**config.mk**
```make
export PLATFORM = sky130hd
export DESIGN_NAME = small_key_value_table
export DESIGN_NICKNAME = d
export VERILOG_FILES = /design/src/design/skvt_pkg.sv /design/src/design/skvt_cell.sv /design/src/design/small_key_value_table.sv
export VERILOG_INCLUDE_DIRS = /design/src /design/src/design
export SDC_FILE = /design/constraint.sdc
export NUM_CORES = 2
export LEC_CHECK = 0
export BUFFER_PORTS_ARGS = -buffer_cell sky130_fd_sc_hd__buf_2
export CAP_MARGIN = 30
export CELL_PAD_IN_SITES_DETAIL_PLACEMENT = 2
export CELL_PAD_IN_SITES_GLOBAL_PLACEMENT = 2
export CORE_ASPECT_RATIO = 1.5
export CORE_UTILIZATION = 35
export CTS_CLUSTER_SIZE = 40
export DETAILED_ROUTE_END_ITERATION = 10
export GPL_TIMING_DRIVEN = 0
export HOLD_SLACK_MARGIN = 0.1
export PLACE_DENSITY_LB_ADDON = 0.1
export SYNTH_ARGS = -nofsm -noshare
export SYNTH_HDL_FRONTEND = slang
export SYNTH_HIERARCHICAL = 1
export SYNTH_SLANG_ARGS = --single-unit
```
**constraint.sdc**
```tcl
create_clock -name clk -period 3.02 [get_ports clk]
set_input_delay 0.453 -clock clk [delete_from_list [all_inputs] [get_ports clk]]
set_output_delay 0.453 -clock clk [all_outputs]
set_load 0.02 [all_outputs]
```
**src/design/small_key_value_table_macros.svh**
```systemverilog
// assertion macros for the small key/value table
// used by the top level; no other dependencies
`ifndef SMALL_KEY_VALUE_TABLE_MACROS_SVH
`define SMALL_KEY_VALUE_TABLE_MACROS_SVH
`ifndef SYNTHESIS
`define SKVT_ASSERT_ALWAYS(lbl, clk, rst_n, cond) \
  lbl: assert property (@(posedge clk) disable iff (!rst_n) (cond)) \
    else $error("assertion failed");
`define SKVT_ASSERT_IMPLIES(lbl, clk, rst_n, ante, cons) \
  lbl: assert property (@(posedge clk) disable iff (!rst_n) (ante) |-> (cons)) \
    else $error("assertion failed");
`define SKVT_ASSERT_NEXT(lbl, clk, rst_n, ante, cons) \
  lbl: assert property (@(posedge clk) disable iff (!rst_n) (ante) |=> (cons)) \
    else $error("assertion failed");
`else
`define SKVT_ASSERT_ALWAYS(lbl, clk, rst_n, cond)
`define SKVT_ASSERT_IMPLIES(lbl, clk, rst_n, ante, cons)
`define SKVT_ASSERT_NEXT(lbl, clk, rst_n, ante, cons)
`endif
`endif

```
**src/design/skvt_pkg.sv**
```systemverilog
// shared types and defaults for the small key/value table
// no dependencies
package skvt_pkg;

  localparam int CAPACITY_DEF   = 16;
  localparam int KEY_BITS_DEF   = 16;
  localparam int VALUE_BITS_DEF = 16;

  typedef enum logic [1:0] {
    KIND_LOOKUP = 2'd0,
    KIND_INSERT = 2'd1,
    KIND_DELETE = 2'd2
  } kind_t;

  typedef enum logic [1:0] {
    ST_DONE      = 2'd0,
    ST_DUPLICATE = 2'd1,
    ST_FULL      = 2'd2,
    ST_ABSENT    = 2'd3
  } status_t;

  // control part of the operation token walking the cell chain
  typedef struct packed {
    logic  valid;
    kind_t kind;
    logic  hit;
    logic  placed;
    logic  hole;
  } tok_ctrl_t;

endpackage

```
**src/design/skvt_cell.sv**
```systemverilog
// one slot of the table: holds a key/value pair and passes the operation token on
// depends on skvt_pkg
module skvt_cell #(
  parameter int CAPACITY   = skvt_pkg::CAPACITY_DEF,
  parameter int KEY_BITS   = skvt_pkg::KEY_BITS_DEF,
  parameter int VALUE_BITS = skvt_pkg::VALUE_BITS_DEF,
  localparam int CW        = $clog2(CAPACITY + 1)
) (
  input  logic                  clk,
  input  logic                  rst_n,
  input  skvt_pkg::tok_ctrl_t   tok_in,
  input  logic [KEY_BITS-1:0]   tok_in_key,
  input  logic [VALUE_BITS-1:0] tok_in_value,
  input  logic [VALUE_BITS-1:0] tok_in_hval,
  input  logic [CW-1:0]         tok_in_left,
  output skvt_pkg::tok_ctrl_t   tok_out,
  output logic [KEY_BITS-1:0]   tok_out_key,
  output logic [VALUE_BITS-1:0] tok_out_value,
  output logic [VALUE_BITS-1:0] tok_out_hval,
  output logic [CW-1:0]         tok_out_left,
  input  logic                  pull_in,
  input  logic [KEY_BITS-1:0]   up_key,
  input  logic [VALUE_BITS-1:0] up_value,
  output logic                  pull_out,
  output logic [KEY_BITS-1:0]   slot_key,
  output logic [VALUE_BITS-1:0] slot_value
);
  import skvt_pkg::*;

  tok_ctrl_t             tok_r;
  logic [KEY_BITS-1:0]   tok_key_r;
  logic [VALUE_BITS-1:0] tok_value_r;
  logic [VALUE_BITS-1:0] tok_hval_r;
  logic [CW-1:0]         tok_left_r;
  logic [KEY_BITS-1:0]   slot_key_r;
  logic [VALUE_BITS-1:0] slot_value_r;

  logic slot_used;
  logic match;
  logic do_ins;

  // slots below the live count are the ones in use
  assign slot_used = (tok_left_r != '0);
  assign match     = tok_r.valid && slot_used && !tok_r.hit && (slot_key_r == tok_key_r);
  assign do_ins    = tok_r.valid && (tok_r.kind == KIND_INSERT) && !slot_used
                     && !tok_r.hit && !tok_r.placed;
  // a hole below: the lower neighbor takes this slot
  assign pull_out  = tok_r.valid && tok_r.hole && slot_used;

  always_comb begin
    tok_out = tok_r;
    if (match) begin
      tok_out.hit  = 1'b1;
      tok_out.hole = (tok_r.kind == KIND_DELETE);
    end
    if (do_ins) begin
      tok_out.placed = 1'b1;
    end
  end

  assign tok_out_key   = tok_key_r;
  assign tok_out_value = tok_value_r;
  assign tok_out_hval  = match ? slot_value_r : tok_hval_r;
  assign tok_out_left  = slot_used ? tok_left_r - CW'(1) : tok_left_r;
  assign slot_key      = slot_key_r;
  assign slot_value    = slot_value_r;

  always_ff @(posedge clk) begin
    if (!rst_n) begin
      tok_r <= '0;
    end else begin
      tok_r <= tok_in;
    end
  end

  always_ff @(posedge clk) begin
    tok_key_r   <= tok_in_key;
    tok_value_r <= tok_in_value;
    tok_hval_r  <= tok_in_hval;
    tok_left_r  <= tok_in_left;
    if (pull_in) begin
      slot_key_r   <= up_key;
      slot_value_r <= up_value;
    end else if (do_ins) begin
      slot_key_r   <= tok_key_r;
      slot_value_r <= tok_value_r;
    end
  end

endmodule

```
**src/design/small_key_value_table.sv**
```systemverilog
// Small key/value table with lookup, insert and delete.
// Channels: in_* carries one operation item (in_kind, in_key, in_value) under
// in_valid/in_ready; out_* returns one result item per operation under
// out_valid/out_ready.
// The table is a chain of CAPACITY slot cells. An accepted item becomes a
// token that visits one cell per cycle, comparing keys, appending at the
// first unused slot, or opening a hole on delete that the following cells
// close by handing their pair down to the lower neighbor.
// Items are taken one at a time: in_ready stays low from the accept while the
// token walks the chain and until its result is handed to the output register.
// A result waiting in the output register does not block the next item;
// a second finished result waits in a hold register, and in_ready stays low
// until that result moves to the output register.
// Reset (synchronous, rst_n low) empties the table and holds
// in_ready low; slot contents are not cleared, only the entry count.
// depends on skvt_pkg, skvt_cell and small_key_value_table_macros.svh
`include "small_key_value_table_macros.svh"

module small_key_value_table #(
  parameter int CAPACITY   = skvt_pkg::CAPACITY_DEF,
  parameter int KEY_BITS   = skvt_pkg::KEY_BITS_DEF,
  parameter int VALUE_BITS = skvt_pkg::VALUE_BITS_DEF,
  localparam int CW        = $clog2(CAPACITY + 1)
) (
  input  logic                  clk,
  input  logic                  rst_n,
  input  logic                  in_valid,
  output logic                  in_ready,
  input  logic [1:0]            in_kind,
  input  logic [KEY_BITS-1:0]   in_key,
  input  logic [VALUE_BITS-1:0] in_value,
  output logic                  out_valid,
  input  logic                  out_ready,
  output logic                  out_found,
  output logic [VALUE_BITS-1:0] out_read_value,
  output logic [1:0]            out_status,
  output logic [CW-1:0]         out_entries_used,
  output logic                  out_is_empty,
  output logic                  out_is_full
);
  import skvt_pkg::*;

  tok_ctrl_t             chain_ctrl  [0:CAPACITY];
  logic [KEY_BITS-1:0]   chain_key   [0:CAPACITY];
  logic [VALUE_BITS-1:0] chain_value [0:CAPACITY];
  logic [VALUE_BITS-1:0] chain_hval  [0:CAPACITY];
  logic [CW-1:0]         chain_left  [0:CAPACITY];
  logic                  pull        [0:CAPACITY];
  logic [KEY_BITS-1:0]   slot_key    [0:CAPACITY];
  logic [VALUE_BITS-1:0] slot_value  [0:CAPACITY];
  logic [CAPACITY-1:0]   tok_at;

  logic [CW-1:0]         used_count_r, used_count_nxt;
  logic                  busy_r;
  logic                  fin_valid_r;
  logic                  fin_found_r;
  logic [VALUE_BITS-1:0] fin_value_r;
  status_t               fin_status_r;
  logic [CW-1:0]         fin_count_r;
  logic                  out_valid_r;
  logic                  out_found_r;
  logic [VALUE_BITS-1:0] out_value_r;
  status_t               out_status_r;
  logic [CW-1:0]         out_count_r;

  logic                  in_accept;
  logic                  exit_valid;
  logic                  out_load;
  status_t               res_status;
  tok_ctrl_t             tok_head;

  assign in_ready   = rst_n && !busy_r;
  assign in_accept  = in_valid && in_ready;
  assign exit_valid = chain_ctrl[CAPACITY].valid;
  assign out_load   = fin_valid_r && (!out_valid_r || out_ready);

  always_comb begin
    tok_head        = '0;
    tok_head.valid  = in_accept;
    tok_head.kind   = kind_t'(in_kind);
  end

  assign chain_ctrl[0]  = tok_head;
  assign chain_key[0]   = in_key;
  assign chain_value[0] = in_value;
  assign chain_hval[0]  = '0;
  assign chain_left[0]  = used_count_r;

  // nothing above the top cell
  assign pull[CAPACITY]       = 1'b0;
  assign slot_key[CAPACITY]   = '0;
  assign slot_value[CAPACITY] = '0;

  for (genvar i = 0; i < CAPACITY; i++) begin : g_cell
    skvt_cell #(
      .CAPACITY   (CAPACITY),
      .KEY_BITS   (KEY_BITS),
      .VALUE_BITS (VALUE_BITS)
    ) u_cell (
      .clk           (clk),
      .rst_n         (rst_n),
      .tok_in        (chain_ctrl[i]),
      .tok_in_key    (chain_key[i]),
      .tok_in_value  (chain_value[i]),
      .tok_in_hval   (chain_hval[i]),
      .tok_in_left   (chain_left[i]),
      .tok_out       (chain_ctrl[i+1]),
      .tok_out_key   (chain_key[i+1]),
      .tok_out_value (chain_value[i+1]),
      .tok_out_hval  (chain_hval[i+1]),
      .tok_out_left  (chain_left[i+1]),
      .pull_in       (pull[i+1]),
      .up_key        (slot_key[i+1]),
      .up_value      (slot_value[i+1]),
      .pull_out      (pull[i]),
      .slot_key      (slot_key[i]),
      .slot_value    (slot_value[i])
    );
    assign tok_at[i] = chain_ctrl[i+1].valid;
  end

  // result of the token leaving the top cell
  always_comb begin
    used_count_nxt = used_count_r;
    unique case (chain_ctrl[CAPACITY].kind)
      KIND_INSERT: begin
        if (chain_ctrl[CAPACITY].hit) begin
          res_status = ST_DUPLICATE;
        end else if (chain_ctrl[CAPACITY].placed) begin
          res_status     = ST_DONE;
          used_count_nxt = used_count_r + CW'(1);
        end else begin
          res_status = ST_FULL;
        end
      end
      KIND_DELETE: begin
        if (chain_ctrl[CAPACITY].hit) begin
          res_status     = ST_DONE;
          used_count_nxt = used_count_r - CW'(1);
        end else begin
          res_status = ST_ABSENT;
        end
      end
      default: begin
        res_status = chain_ctrl[CAPACITY].hit ? ST_DONE : ST_ABSENT;
      end
    endcase
  end

  always_ff @(posedge clk) begin
    if (!rst_n) begin
      used_count_r <= '0;
      busy_r       <= 1'b0;
      fin_valid_r  <= 1'b0;
      out_valid_r  <= 1'b0;
    end else begin
      if (in_accept) begin
        busy_r <= 1'b1;
      end
      if (exit_valid) begin
        fin_valid_r  <= 1'b1;
        used_count_r <= used_count_nxt;
      end
      if (out_load) begin
        out_valid_r <= 1'b1;
        fin_valid_r <= 1'b0;
        busy_r      <= 1'b0;
      end else if (out_valid_r && out_ready) begin
        out_valid_r <= 1'b0;
      end
    end
  end

  always_ff @(posedge clk) begin
    if (exit_valid) begin
      fin_found_r  <= chain_ctrl[CAPACITY].hit;
      fin_value_r  <= chain_ctrl[CAPACITY].hit ? chain_hval[CAPACITY] : '0;
      fin_status_r <= res_status;
      fin_count_r  <= used_count_nxt;
    end
    if (out_load) begin
      out_found_r  <= fin_found_r;
      out_value_r  <= fin_value_r;
      out_status_r <= fin_status_r;
      out_count_r  <= fin_count_r;
    end
  end

  assign out_valid        = out_valid_r;
  assign out_found        = out_found_r;
  assign out_read_value   = out_value_r;
  assign out_status       = out_status_r;
  assign out_entries_used = out_count_r;
  assign out_is_empty     = (out_count_r == '0);
  assign out_is_full      = (out_count_r == CW'(CAPACITY));

  `SKVT_ASSERT_ALWAYS(a_count_bound, clk, rst_n, used_count_r <= CW'(CAPACITY))
  `SKVT_ASSERT_ALWAYS(a_one_token, clk, rst_n, $onehot0(tok_at))
  `SKVT_ASSERT_IMPLIES(a_idle_no_token, clk, rst_n, !busy_r, tok_at == '0)
  `SKVT_ASSERT_NEXT(a_accept_starts, clk, rst_n, in_accept, tok_at[0])
  `SKVT_ASSERT_IMPLIES(a_fin_busy, clk, rst_n, fin_valid_r, busy_r && (tok_at == '0))

endmodule
```
==> summary.md <==
| Metric | Value |
|---|---|
| Crit-path max FO | 10 |
| Post-route ant nets | 0 |
| CTS Buffer Depth | 3 |
| Clock Power Share | 42.8% |
| Period utilization | 94.9% |
| Required @ worst endpoint | 3.56 ns |
| Leakage power | 22.6 nW |
| Synth warn | 6 |
| Fin crit period | 2.87 ns |
| Core area | 147000 sq um |
| CTS tree | built |
| CTS root buffer | clkbuf_16 |
| Critical-path cell list | xor2_1 > nor4_2 > nand4_1 > nor4_4 > buf_6 > or2_4 > buf_6 > inv_2 > a221o_1 > a21oi_2 > inv_1 |
| Inst Count DP | 5400 |
| Largest net degree at the start of global routing | 96 |
| DR pass1 iterations | 4 |
| Clock Skews | 0.0249 ns |
| Fin nets | 3758 |
| First-pass GRT wire length | 183000 microns |
| Half-perimeter wire length after placement | 83600 microns |
| Final wirelength | 116000 microns |
| Total gr overflow | 0 |
| Routed len/inst | 20.2 microns |
| Setup CP Type | reg -> reg |
| Vias in the first global route | 29907 |
| Drt drc | 0 |
| Total CTS buffers | 151 |
| Status | finished, final reports clean |
| Combinational power share | 5.5% |
| Die W | 317 microns |
| Worst VDD drop | 0.510 mV |
| Worst EP arrival | 3.40 ns |
| Sw frac | 22.2% |
| Cell Area, Synth | 52000 sq um |
| Clock sinks | 1512 |
| Gate Count Post-Synth | 3336 |
| Antenna violations before repair | 1 |
| Worst hold path type | in -> reg |
| H-tree depth | 4 |
| Rows | 172 |
| Fin util | 41.8% |
| Layout cells sized above 1 | 33.0% |
| Slew headroom | 39.6% |
| Worst path max stage delay | 0.43 ns |
| Crit-path most repeated cell | buf_6 |
| Startpoint Class | flop |
| Critical Path End Type | flop |
| RSZ-0062 raised after global routing | no |
| CP max-delay cell | edfxtp_1 |
| Slew @ Worst Pin | 0.899 ns |
| Fmax | 0.349 GHz |
| Iter 0 DRT Violations | 933 |
| Clock latency on the worst-skew pair | 0.78 ns |
| Die ar. | 150000 sq um |
| Vias post-DR | 25787 |
| Mean area per synthesized cell | 15.6 sq um |
| Final Setup Violations | 0 |
| All-Layer GR Usage | 15.9% |
| Top-Level Pins | 66 |
| Gpl congestion | 0.771 |
| Via density per instance | 4.49 |
| Initial Util | 35.4% |
| Max_cap viols | 0 |
| Hold Violations, Final | 0 |
| Non-filler instance count after layout | 5744 |
| Die Y | 474 microns |
| FF-to-FF setup slack | 0.15 ns |
| Cell-internal power | 34.3 mW |
| CTS clock-pin slew for the worst setup and hold paths | 0.06 ns |
| Max Slew Vio Count | 0 |
| P&R area growth vs syn | 18.1% |
| Pwr/cell area | 717 nW/um^2 |
| NetSw | 9.77 mW |
| Sequential share of power | 51.8% |
| Port Buffers | 65 |
[path summary, 6_finish.rpt]
check	from	endpoint	depth (start not counted)
max	g_cell[15].u_cell/slot_key[9]$_DFFE_PP_	fin_count_r[1]$_DFFE_PP_	11
min reg2reg	g_cell[3].u_cell/tok_out_value[8]$_DFF_P_	g_cell[4].u_cell/tok_out_value[8]$_DFF_P_	0
max reg2reg	g_cell[15].u_cell/slot_key[9]$_DFFE_PP_	fin_count_r[1]$_DFFE_PP_	11
min	in_value[11]	g_cell[0].u_cell/tok_out_value[11]$_DFF_P_	2
[what timing repair did]
action	in CTS	in global routing
gates resized for setup	19	6
setup buffers	17	7
endpoints found under the setup margin	332	56
hold buffers	38	0
pin swaps	10	3
hold endpoints to repair	42	0
[worst max-delay path, delay by kind of cell, from the launching register on]
family | cells | cell delay, ns
compound gates | 2 | 0.53
simple gates | 4 | 1.04
flops | 1 | 0.43
buf+inv | 4 | 0.43
xor+xnor | 1 | 0.17
[layout by cell type, fill, tap and decap left out, types with 8 or more instances in the layout]
cell type and count:
dfxtp_1 952, mux2_2 783, edfxtp_1 560, xnor2_1 210, clkbuf_16 160, and2_1 126
clkbuf_1 108, xor2_1 92, nor2_1 83, buf_4 72, buf_2 66, conb_1 52
inv_1 43, nand4_1 41, dlygate4sd3_1 38, nand2_1 37, nor2b_1 33, clkbuf_8 26
nor3_1 21, ha_1 20, nand2b_1 19, nor4_1 19, nand4b_1 18, nand3_1 18
buf_6 17, a21oi_1 17, clkbuf_2 16, nand3b_1 16, nor4_4 16, o21bai_4 16
buf_8 16, or2_2 15, buf_16 15, clkinv_2 12, and3_1 12, clkinv_1 10
o21ai_0 8
[power by group through the flow]
| stage | clock (mW) | sequential (mW) | combinational [mW] |
|---|---|---|---|
| after floorplan | 0 | 23.0 | 1.82 |
| after global placement | 0 | 23.2 | 2.20 |
| after detailed placement | 0 | 23.3 | 2.38 |
| after CTS | 19.6 | 22.8 | 2.47 |
| after global routing | 20.3 | 22.9 | 2.74 |
| final | 18.8 | 22.8 | 2.42 |
[cell type report]
type | instances | area (sq um)
Antenna cell | 1 | 2.50
Buffer | 134 | 833
Clock buffer | 244 | 4580
Clock inverter | 38 | 390
Fill cell | 14156 | 85600
Inverter | 44 | 165
Multi-Input combinational cell | 1696 | 15500
Sequential cell | 1512 | 35900
Tap cell | 1914 | 2390
Timing Repair Buffer | 161 | 1630
[registers in the layout (all words and copies together) (netlist names), 2 cells and up]
register / flops
fin_value_r: 16
g_cell.u_cell/tok_r: 48
g_cell.u_cell/slot_key: 256
used_count_r: 5
g_cell.u_cell/tok_out: 48
fin_count_r: 5
g_cell.u_cell/tok_hval_r: 256
out_entries_used: 5
g_cell.u_cell/tok_out_key: 256
g_cell.u_cell/tok_left_r: 80
fin_status_r: 2
g_cell.u_cell/tok_out_value: 256
out_status: 2
out_read_value: 16
g_cell.u_cell/slot_value: 256
[per-layer routing]
| metal | vias to the layer above | track usage [%] | part of all wire, % |
|---|---|---|---|
| met2 | 292 | 30.9 | 57 |
| met4 | 0 | 5.97 | 3.2 |
| li1 | 12456 | - | - |
| met1 | 12842 | 16.8 | 38 |
| met5 | - | 0 | 0 |
| met3 | 197 | 2.69 | 2.4 |
[stage by stage]
step	hold slack [ns]	TNS (ns)	worst slack, ns	area (sq um)	power (mW)
4_1_cts	0.225	0	0.00964	61300	44.9
5_1_grt	0.259	0	0.00116	61400	46.0
6_report	0.312	0	0.154	61400	44.0
2_1_floorplan	0.327	0	0.153	52200	24.8
3_5_place_dp	0.338	-31.21	-0.788	55800	25.6
3_3_place_gp	0.338	-472.12	-1.37	54900	25.4
Note: power is estimated with default switching activity, not from simulation.
